$ cat src/rtl/rmf_pkg.sv
package rmf_pkg;

  localparam int unsigned WINDOW_LEN_DEF = 8;
  localparam int unsigned SAMPLE_W       = 16;
  localparam int unsigned MEDIAN_W       = SAMPLE_W + 1;

  typedef enum logic [1:0] {
    ST_IDLE,
    ST_RANK,
    ST_HOLD
  } ctrl_state_e;

  // rank unit status seen by the top level
  typedef struct packed {
    logic                       done;
    logic signed [MEDIAN_W-1:0] median_doubled;
  } rank_status_t;

endpackage

$ cat src/rtl/running_median_filter_core.sv
// running median filter: each input transaction carries one signed 16-bit
// sample that overwrites the oldest of the last WINDOW_LEN samples, and one
// output transaction returns twice the median of that window (17 bits, one
// fractional bit, exact). the window starts as all zeros, so during warm-up
// the reset zeros take part in the ranking. the window sits in a small
// two-read-port memory; a rank unit sweeps every entry against every other
// entry, one pair per cycle, counting how many lie below and not above it,
// and picks the entries that land on the middle ranks. the block takes one
// sample at a time: its input stays stalled from acceptance until the result
// is loaded into the output register. the output register lets the next
// sample be taken while a result is still waiting downstream.
module running_median_filter_core #(
  parameter int unsigned WINDOW_LEN = rmf_pkg::WINDOW_LEN_DEF
) (
  input  logic                                clk_i,
  input  logic                                rst_ni,
  input  logic                                in_valid_i,
  output logic                                in_stall_o,
  input  logic signed [rmf_pkg::SAMPLE_W-1:0] sample_i,
  output logic                                out_valid_o,
  input  logic                                out_stall_i,
  output logic signed [rmf_pkg::MEDIAN_W-1:0] median_doubled_o
);

  localparam int unsigned IDX_W = $clog2(WINDOW_LEN);
  localparam logic [IDX_W-1:0] LAST_IDX = IDX_W'(WINDOW_LEN - 1);

  rmf_pkg::ctrl_state_e  state_q, state_d;
  rmf_pkg::rank_status_t rank_status;

  logic                 in_accept;
  logic                 out_free;
  logic                 load_out;
  logic [IDX_W-1:0]     wr_ptr_q, wr_ptr_d;
  logic                 out_valid_q, out_valid_d;
  logic signed [rmf_pkg::MEDIAN_W-1:0] median_q;
  logic [IDX_W-1:0]     rd_addr_a, rd_addr_b;
  logic signed [rmf_pkg::SAMPLE_W-1:0] rd_data_a, rd_data_b;

  assign in_accept = in_valid_i && !in_stall_o;
  // output slot is free when empty or being emptied this cycle
  assign out_free  = !out_valid_q || !out_stall_i;

  // control: idle -> rank the window -> hand result to the output register
  always_comb begin
    state_d    = state_q;
    in_stall_o = 1'b1;
    load_out   = 1'b0;
    case (state_q)
      rmf_pkg::ST_IDLE: begin
        in_stall_o = 1'b0;
        if (in_valid_i) begin
          state_d = rmf_pkg::ST_RANK;
        end
      end
      rmf_pkg::ST_RANK: begin
        if (rank_status.done) begin
          state_d = rmf_pkg::ST_HOLD;
        end
      end
      rmf_pkg::ST_HOLD: begin
        // result stays in the rank unit until the output register takes it
        if (out_free) begin
          load_out = 1'b1;
          state_d  = rmf_pkg::ST_IDLE;
        end
      end
      default: begin
        state_d = rmf_pkg::ST_IDLE;
      end
    endcase
  end

  // oldest entry pointer, wraps at the window length
  always_comb begin
    wr_ptr_d = wr_ptr_q;
    if (in_accept) begin
      wr_ptr_d = (wr_ptr_q == LAST_IDX) ? '0 : wr_ptr_q + 1'b1;
    end
  end

  always_comb begin
    out_valid_d = out_valid_q;
    if (load_out) begin
      out_valid_d = 1'b1;
    end else if (out_valid_q && !out_stall_i) begin
      out_valid_d = 1'b0;
    end
  end

  always_ff @(posedge clk_i or negedge rst_ni) begin
    if (!rst_ni) begin
      state_q     <= rmf_pkg::ST_IDLE;
      wr_ptr_q    <= '0;
      out_valid_q <= 1'b0;
    end else begin
      state_q     <= state_d;
      wr_ptr_q    <= wr_ptr_d;
      out_valid_q <= out_valid_d;
    end
  end

  always_ff @(posedge clk_i) begin
    if (load_out) begin
      median_q <= rank_status.median_doubled;
    end
  end

  assign out_valid_o      = out_valid_q;
  assign median_doubled_o = median_q;

  rmf_window_mem #(
    .WINDOW_LEN (WINDOW_LEN),
    .IDX_W      (IDX_W)
  ) u_window_mem (
    .clk_i       (clk_i),
    .rst_ni      (rst_ni),
    .wr_en_i     (in_accept),
    .wr_addr_i   (wr_ptr_q),
    .wr_data_i   (sample_i),
    .rd_addr_a_i (rd_addr_a),
    .rd_addr_b_i (rd_addr_b),
    .rd_data_a_o (rd_data_a),
    .rd_data_b_o (rd_data_b)
  );

  // sweep starts on the accept edge, so its first read sees the new sample
  rmf_rank_unit #(
    .WINDOW_LEN (WINDOW_LEN),
    .IDX_W      (IDX_W)
  ) u_rank_unit (
    .clk_i       (clk_i),
    .rst_ni      (rst_ni),
    .start_i     (in_accept),
    .rd_addr_a_o (rd_addr_a),
    .rd_addr_b_o (rd_addr_b),
    .rd_data_a_i (rd_data_a),
    .rd_data_b_i (rd_data_b),
    .status_o    (rank_status)
  );

endmodule

$ cat src/rtl/rmf_window_mem.sv
module rmf_window_mem #(
  parameter int unsigned WINDOW_LEN = rmf_pkg::WINDOW_LEN_DEF,
  parameter int unsigned IDX_W      = $clog2(WINDOW_LEN)
) (
  input  logic                                clk_i,
  input  logic                                rst_ni,
  input  logic                                wr_en_i,
  input  logic [IDX_W-1:0]                    wr_addr_i,
  input  logic signed [rmf_pkg::SAMPLE_W-1:0] wr_data_i,
  input  logic [IDX_W-1:0]                    rd_addr_a_i,
  input  logic [IDX_W-1:0]                    rd_addr_b_i,
  output logic signed [rmf_pkg::SAMPLE_W-1:0] rd_data_a_o,
  output logic signed [rmf_pkg::SAMPLE_W-1:0] rd_data_b_o
);

  logic signed [rmf_pkg::SAMPLE_W-1:0] mem [WINDOW_LEN];
  logic [WINDOW_LEN-1:0]               written_q;
  logic [WINDOW_LEN-1:0]               written_d;

  // entries not yet written read as zero
  always_comb begin
    written_d = written_q;
    if (wr_en_i) begin
      written_d[wr_addr_i] = 1'b1;
    end
  end

  always_ff @(posedge clk_i or negedge rst_ni) begin
    if (!rst_ni) begin
      written_q <= '0;
    end else begin
      written_q <= written_d;
    end
  end

  always_ff @(posedge clk_i) begin
    if (wr_en_i) begin
      mem[wr_addr_i] <= wr_data_i;
    end
  end

  always_ff @(posedge clk_i) begin
    rd_data_a_o <= written_q[rd_addr_a_i] ? mem[rd_addr_a_i] : '0;
    rd_data_b_o <= written_q[rd_addr_b_i] ? mem[rd_addr_b_i] : '0;
  end

endmodule

$ cat src/rtl/rmf_rank_unit.sv
module rmf_rank_unit #(
  parameter int unsigned WINDOW_LEN = rmf_pkg::WINDOW_LEN_DEF,
  parameter int unsigned IDX_W      = $clog2(WINDOW_LEN)
) (
  input  logic                                clk_i,
  input  logic                                rst_ni,
  input  logic                                start_i,
  output logic [IDX_W-1:0]                    rd_addr_a_o,
  output logic [IDX_W-1:0]                    rd_addr_b_o,
  input  logic signed [rmf_pkg::SAMPLE_W-1:0] rd_data_a_i,
  input  logic signed [rmf_pkg::SAMPLE_W-1:0] rd_data_b_i,
  output rmf_pkg::rank_status_t               status_o
);

  localparam int unsigned CNT_W  = $clog2(WINDOW_LEN + 1);
  localparam int unsigned LO_POS = (WINDOW_LEN - 1) / 2;
  localparam int unsigned HI_POS = WINDOW_LEN / 2;
  localparam logic [IDX_W-1:0] LAST_IDX = IDX_W'(WINDOW_LEN - 1);
  localparam logic [CNT_W-1:0] LO_RANK  = CNT_W'(LO_POS);
  localparam logic [CNT_W-1:0] HI_RANK  = CNT_W'(HI_POS);

  logic                  run_q, run_d;
  logic [IDX_W-1:0]      cand_q, cand_d;
  logic [IDX_W-1:0]      cmp_q, cmp_d;
  logic                  dv_q, last_cmp_q, last_all_q, done_q;
  logic [CNT_W-1:0]      lt_q, le_q;
  logic [CNT_W-1:0]      lt_sum, le_sum;
  logic signed [rmf_pkg::SAMPLE_W-1:0] lo_q, hi_q;

  // address sweep: every candidate against every entry
  always_comb begin
    run_d  = run_q;
    cand_d = cand_q;
    cmp_d  = cmp_q;
    if (start_i) begin
      run_d  = 1'b1;
      cand_d = '0;
      cmp_d  = '0;
    end else if (run_q) begin
      if (cmp_q == LAST_IDX) begin
        cmp_d = '0;
        if (cand_q == LAST_IDX) begin
          run_d = 1'b0;
        end else begin
          cand_d = cand_q + 1'b1;
        end
      end else begin
        cmp_d = cmp_q + 1'b1;
      end
    end
  end

  assign rd_addr_a_o = cand_q;
  assign rd_addr_b_o = cmp_q;

  always_ff @(posedge clk_i or negedge rst_ni) begin
    if (!rst_ni) begin
      run_q      <= 1'b0;
      cand_q     <= '0;
      cmp_q      <= '0;
      dv_q       <= 1'b0;
      last_cmp_q <= 1'b0;
      last_all_q <= 1'b0;
      done_q     <= 1'b0;
      lt_q       <= '0;
      le_q       <= '0;
    end else begin
      run_q      <= run_d;
      cand_q     <= cand_d;
      cmp_q      <= cmp_d;
      dv_q       <= run_q;
      last_cmp_q <= run_q && (cmp_q == LAST_IDX);
      last_all_q <= run_q && (cmp_q == LAST_IDX) && (cand_q == LAST_IDX);
      done_q     <= dv_q && last_all_q;
      if (dv_q) begin
        if (last_cmp_q) begin
          lt_q <= '0;
          le_q <= '0;
        end else begin
          lt_q <= lt_sum;
          le_q <= le_sum;
        end
      end
    end
  end

  // count entries below and not above the candidate
  assign lt_sum = lt_q + CNT_W'(rd_data_b_i <  rd_data_a_i);
  assign le_sum = le_q + CNT_W'(rd_data_b_i <= rd_data_a_i);

  // candidate covers sorted positions lt .. le-1
  always_ff @(posedge clk_i) begin
    if (dv_q && last_cmp_q) begin
      if ((lt_sum <= LO_RANK) && (LO_RANK < le_sum)) begin
        lo_q <= rd_data_a_i;
      end
      if ((lt_sum <= HI_RANK) && (HI_RANK < le_sum)) begin
        hi_q <= rd_data_a_i;
      end
    end
  end

  assign status_o.done           = done_q;
  assign status_o.median_doubled = {lo_q[rmf_pkg::SAMPLE_W-1], lo_q}
                                 + {hi_q[rmf_pkg::SAMPLE_W-1], hi_q};

endmodule

$ cat config.mk
export PLATFORM = sky130hd
export DESIGN_NAME = running_median_filter_core
export DESIGN_NICKNAME = d
export VERILOG_FILES = /design/src/rtl/rmf_pkg.sv /design/src/rtl/running_median_filter_core.sv /design/src/rtl/rmf_window_mem.sv /design/src/rtl/rmf_rank_unit.sv
export SDC_FILE = /design/constraint.sdc
export NUM_CORES = 1
export LEC_CHECK = 0
export ABC_AREA = 1
export BUFFER_PORTS_ARGS = -buffer_cell sky130_fd_sc_hd__buf_2
export CORE_MARGIN = 3
export CORE_UTILIZATION = 60
export CTS_CLUSTER_SIZE = 24
export DETAILED_ROUTE_END_ITERATION = 12
export GPL_TIMING_DRIVEN = 0
export PLACE_DENSITY_LB_ADDON = 0.2
export SYNTH_ARGS = -nofsm -noshare
export SYNTH_HDL_FRONTEND = slang
export SYNTH_HIERARCHICAL = 1
export SYNTH_SLANG_ARGS = --single-unit
$ cat constraint.sdc
create_clock -name clk_i -period 3.9 [get_ports clk_i]
set_input_delay 0.39 -clock clk_i [delete_from_list [all_inputs] [get_ports clk_i]]
set_output_delay 0.39 -clock clk_i [all_outputs]
set_load 0.03 [all_outputs]
==> flow_summary.toml <==
[run_status]
status = "finished clean"

[min_path]
hp-class = "input port to flop"
whs_path_depth = 3

[clocking]
cts-root-buf = "clkbuf_16"
clkLatencyLatePin_ns = 0.53
htree_levels = 1
tritoncts = "built"
numCtsBuffers = 26
cts_buffer_depth = 3
cts.sinks = 242
clk_pin_slew_worst_paths_ns = 0.06

[yosys]
yosys.area.top_type = "edfxtp_1"
avgSynthCellArea_um2 = 8.521
synth_top_area_share_pct = 43.44
synth-seq-cells = 242
syn_inst = 1436
synthDistinctLibCells = 33
syn-cell-area_um2 = 12240
ys_seq_area_share_pct = 55.42
ys_top_cells_by_area = "edfxtp_1 43%, nand2_1 18%, inv_1 7.3%"
synthesis.nets = 1499
synth-warning-count = 6

[sta]
setup_violations = 0
fin_crit_ns = 3.549
fmax_mhz = 281.8
fin_skew_ns = 0.01412
rsz0062_at_grt = "false"
slew-limit-headroom_pct = 39.60
final_hold_viol_count = 0
finalCritPeriodShare_pct = 90.99
slew_viol_final = 0
tightest_slew_ns = 0.9060

[routing]
drc_errors = 0
vias = 9818
first_pass_iters = 8
wl_mm = 30.65
via_per_inst = 5.467
antenna_left = 0
post_drt_wl_per_cell_um = 17.06
drt_iter0_markers = 1069

[worst_setup_path]
end_kind = "flop"
cp_top_family = "simple AND/OR/NAND/NOR gates"
path_max_fanout = 16
max_stage_delay_ns = 0.61
cp_num_cells = 15
critPathRequiredTime_ns = 4.05
critPathSlowestCell = "nor2_2"
r2r_cells = 15
critPathBufInv = 2
arrival_ns = 3.70
crit_chain = "inv_1 -> ha_1 -> nand2_1 -> nor2_1 -> nand4_1 -> inv_1 -> nand2_1 -> nand3_1 -> nand3_1 -> ha_1 -> ha_1 -> xnor2_1 -> o21ai_0 -> o211ai_1 -> nor2_2"
critical_path_class = "flop to flop"
cp-start-kind = "flop"
crit_path_frequent_cell = "ha_1"

[finish]
final_cells = 1796
area_growth_pct = 12.41
drive_above_1_share_pct = 9.928
layout.nets = 1574
seq_area_um2 = 6782
fillers = 1457
stdcell_area_um2 = 13750
multi_input_area_um2 = 4192
n_antenna_cell = 0

[global_route]
grtUsageTotal_pct = 27.79
grt_first_pass_wirelength_mm = 47.72
grt_pass1_vias = 9387
grt_overflow_total = 0
antenna_found_initial = 0
grt_max_degree = 34

[place]
portBuffers = 38
place.gp.congestion = 0.9637
dp.cells = 1747
dpl_cell_area_um2 = 12900
place_hpwl_mm = 20.81

[flow_run]
maxCapViolCount = 0

[floorplan]
die_x_um = 148.8
rows = 51
ios = 39
dieArea_um2 = 22140
die_h_um = 148.8
core_um2 = 19720
start_util_pct = 62.05

[power_and_ir_drop]
leakagePower_nw = 6.823
cellPowerDensity_nw_per_um2 = 737.1
vdd_drop_max_mv = 0.4970
cells in the mapped netlist (all sizes together):
cell type / count
a21o: 2
a21oi: 22
a31oi: 1
buf: 46
clkbuf: 7
clkinv: 2
dfrtp: 33
dfxtp: 32
edfxtp: 177
fa: 1
ha: 42
inv: 242
nand2: 582
nand3: 169
nand4: 4
nor2: 30
nor3: 2
nor4: 1
o211ai: 1
o21ai: 22
o21bai: 2
o22ai: 4
xnor2: 4
xor2: 8
cells by family (layout without fill, tap and decap cells):
logic type | count (synthesis) | in the layout | synth area share (%)
AOI/OAI and AO/OA | 54 | 54 | 2.393
adders and majority gates | 43 | 43 | 4.459
DFF | 242 | 242 | 55.42
and+or+nand+nor | 788 | 788 | 26.30
xor gates and xnor gates | 12 | 12 | 0.8590
buffers and inverters | 297 | 392 | 10.56
placed cells by master, fill, tap and decap left out, drive strengths merged:
cell type,synthesis,final
nand2,582,582
inv,242,243
edfxtp,177,177
nand3,169,169
buf,46,92
ha,42,42
clkbuf,7,37
dfrtp,33,33
dfxtp,32,32
nor2,30,30
o21ai,22,22
a21oi,22,22
clkinv,2,16
xor2,8,8
nand4,4,4
xnor2,4,4
o22ai,4,4
bufinv,0,2
nor3,2,2
o21bai,2,2
a21o,2,2
clkinvlp,0,1
dlygate4sd3,0,1
nor4,1,1
o211ai,1,1
a31oi,1,1
fa,1,1
state kept, by name (all words and copies together), names as in the netlist, 2 cells and up:
signal / flops
median_doubled_o: 17
state_q: 2
u_rank_unit/hi_q: 16
u_rank_unit/le_q: 4
u_rank_unit/lo_q: 16
u_rank_unit/lt_q: 4
u_rank_unit/rd_addr_a_o: 3
u_rank_unit/rd_addr_b_o: 3
u_window_mem/mem: 128
u_window_mem/rd_data_a_o: 16
u_window_mem/rd_data_b_o: 16
u_window_mem/written_q: 8
wr_ptr_q: 3
worst register-to-register path, cell delays in order, from the launching register on:
cell and delay [ns]:
dfxtp_1 0.42, inv_1 0.07, ha_1 0.34, nand2_1 0.10, nor2_1 0.18, nand4_1 0.14, inv_1 0.12, nand2_1 0.07
nand3_1 0.09, nand3_1 0.10, ha_1 0.21, ha_1 0.21, xnor2_1 0.19, o21ai_0 0.20, o211ai_1 0.12, nor2_2 0.61
report_power, final:
part / switching [mW] / total, mW / leakage [nW] / internal (mW)
registers: 0.208 / 3.37 / 2.24 / 3.16
clock network: 0.984 / 2.38 / 0.414 / 1.40
logic: 2.97 / 4.39 / 4.17 / 1.41
worst paths after layout:
kind | slack [ns] | end | startpoint
worst min register to register | 0.44 | u_rank_unit/done_q$_DFF_PN0_ | u_rank_unit/last_all_q$_DFF_PN0_
worst max-delay path | 0.35 | u_rank_unit/hi_q[10]$_DFFE_PP_ | u_window_mem/rd_data_a_o[15]$_SDFF_PN0_
worst max register to register | 0.35 | u_rank_unit/hi_q[10]$_DFFE_PP_ | u_window_mem/rd_data_a_o[15]$_SDFF_PN0_
max in group asynchronous | 2.94 | u_rank_unit/rd_addr_b_o[0]$_DFFE_PN0P_ | rst_ni
worst min-delay path | 0.12 | out_valid_o$_DFFE_PN0P_ | out_stall_i
min in group asynchronous | 0.50 | u_window_mem/written_q[4]$_DFFE_PN0P_ | rst_ni
layer usage:
layer  GRT usage (%)  routed length (µm)  vias to the layer above
li1                -                   -                     4674
met1           34.32               11380                     4420
met2           46.94               14360                      580
met3           4.072                3093                      144
met4           15.97                1808                        0
met5               0                   0                        -
cell type report:
class	count	area share [%]
well taps	265	2.411
flip-flops and latches	242	49.30
clock inverters	18	1.092
plain buffers	53	2.738
multi-input cells	897	30.47
inverters	244	6.659
clock buffers	30	4.994
repair buffers	47	2.329
what timing repair did:
action | 4_1_cts | 5_1_grt
endpoints found under the setup margin | 16 | 0
buffers inserted | 0 | 0
hold endpoints to repair | 33 | 0
resized for setup | 1 | 0
hold buffers | 1 | 0
metrics by stage:
step	util, %	worst slack, ns	hold WS, ns	total power [mW]	setup TNS (ns)
floorplan	-	0.7738	0.09441	6.306	0
global placement	64.70	-0.01594	0.4209	7.478	-0.2357
detailed placement	65.45	-0.05793	0.4225	7.615	-0.9062
CTS	69.76	0.2836	0.1050	10.04	0
global route	69.76	0.05584	0.1304	10.75	0
finish	69.76	0.3515	0.1224	10.14	0
No activity file was read; power rests on OpenSTA's default activity.
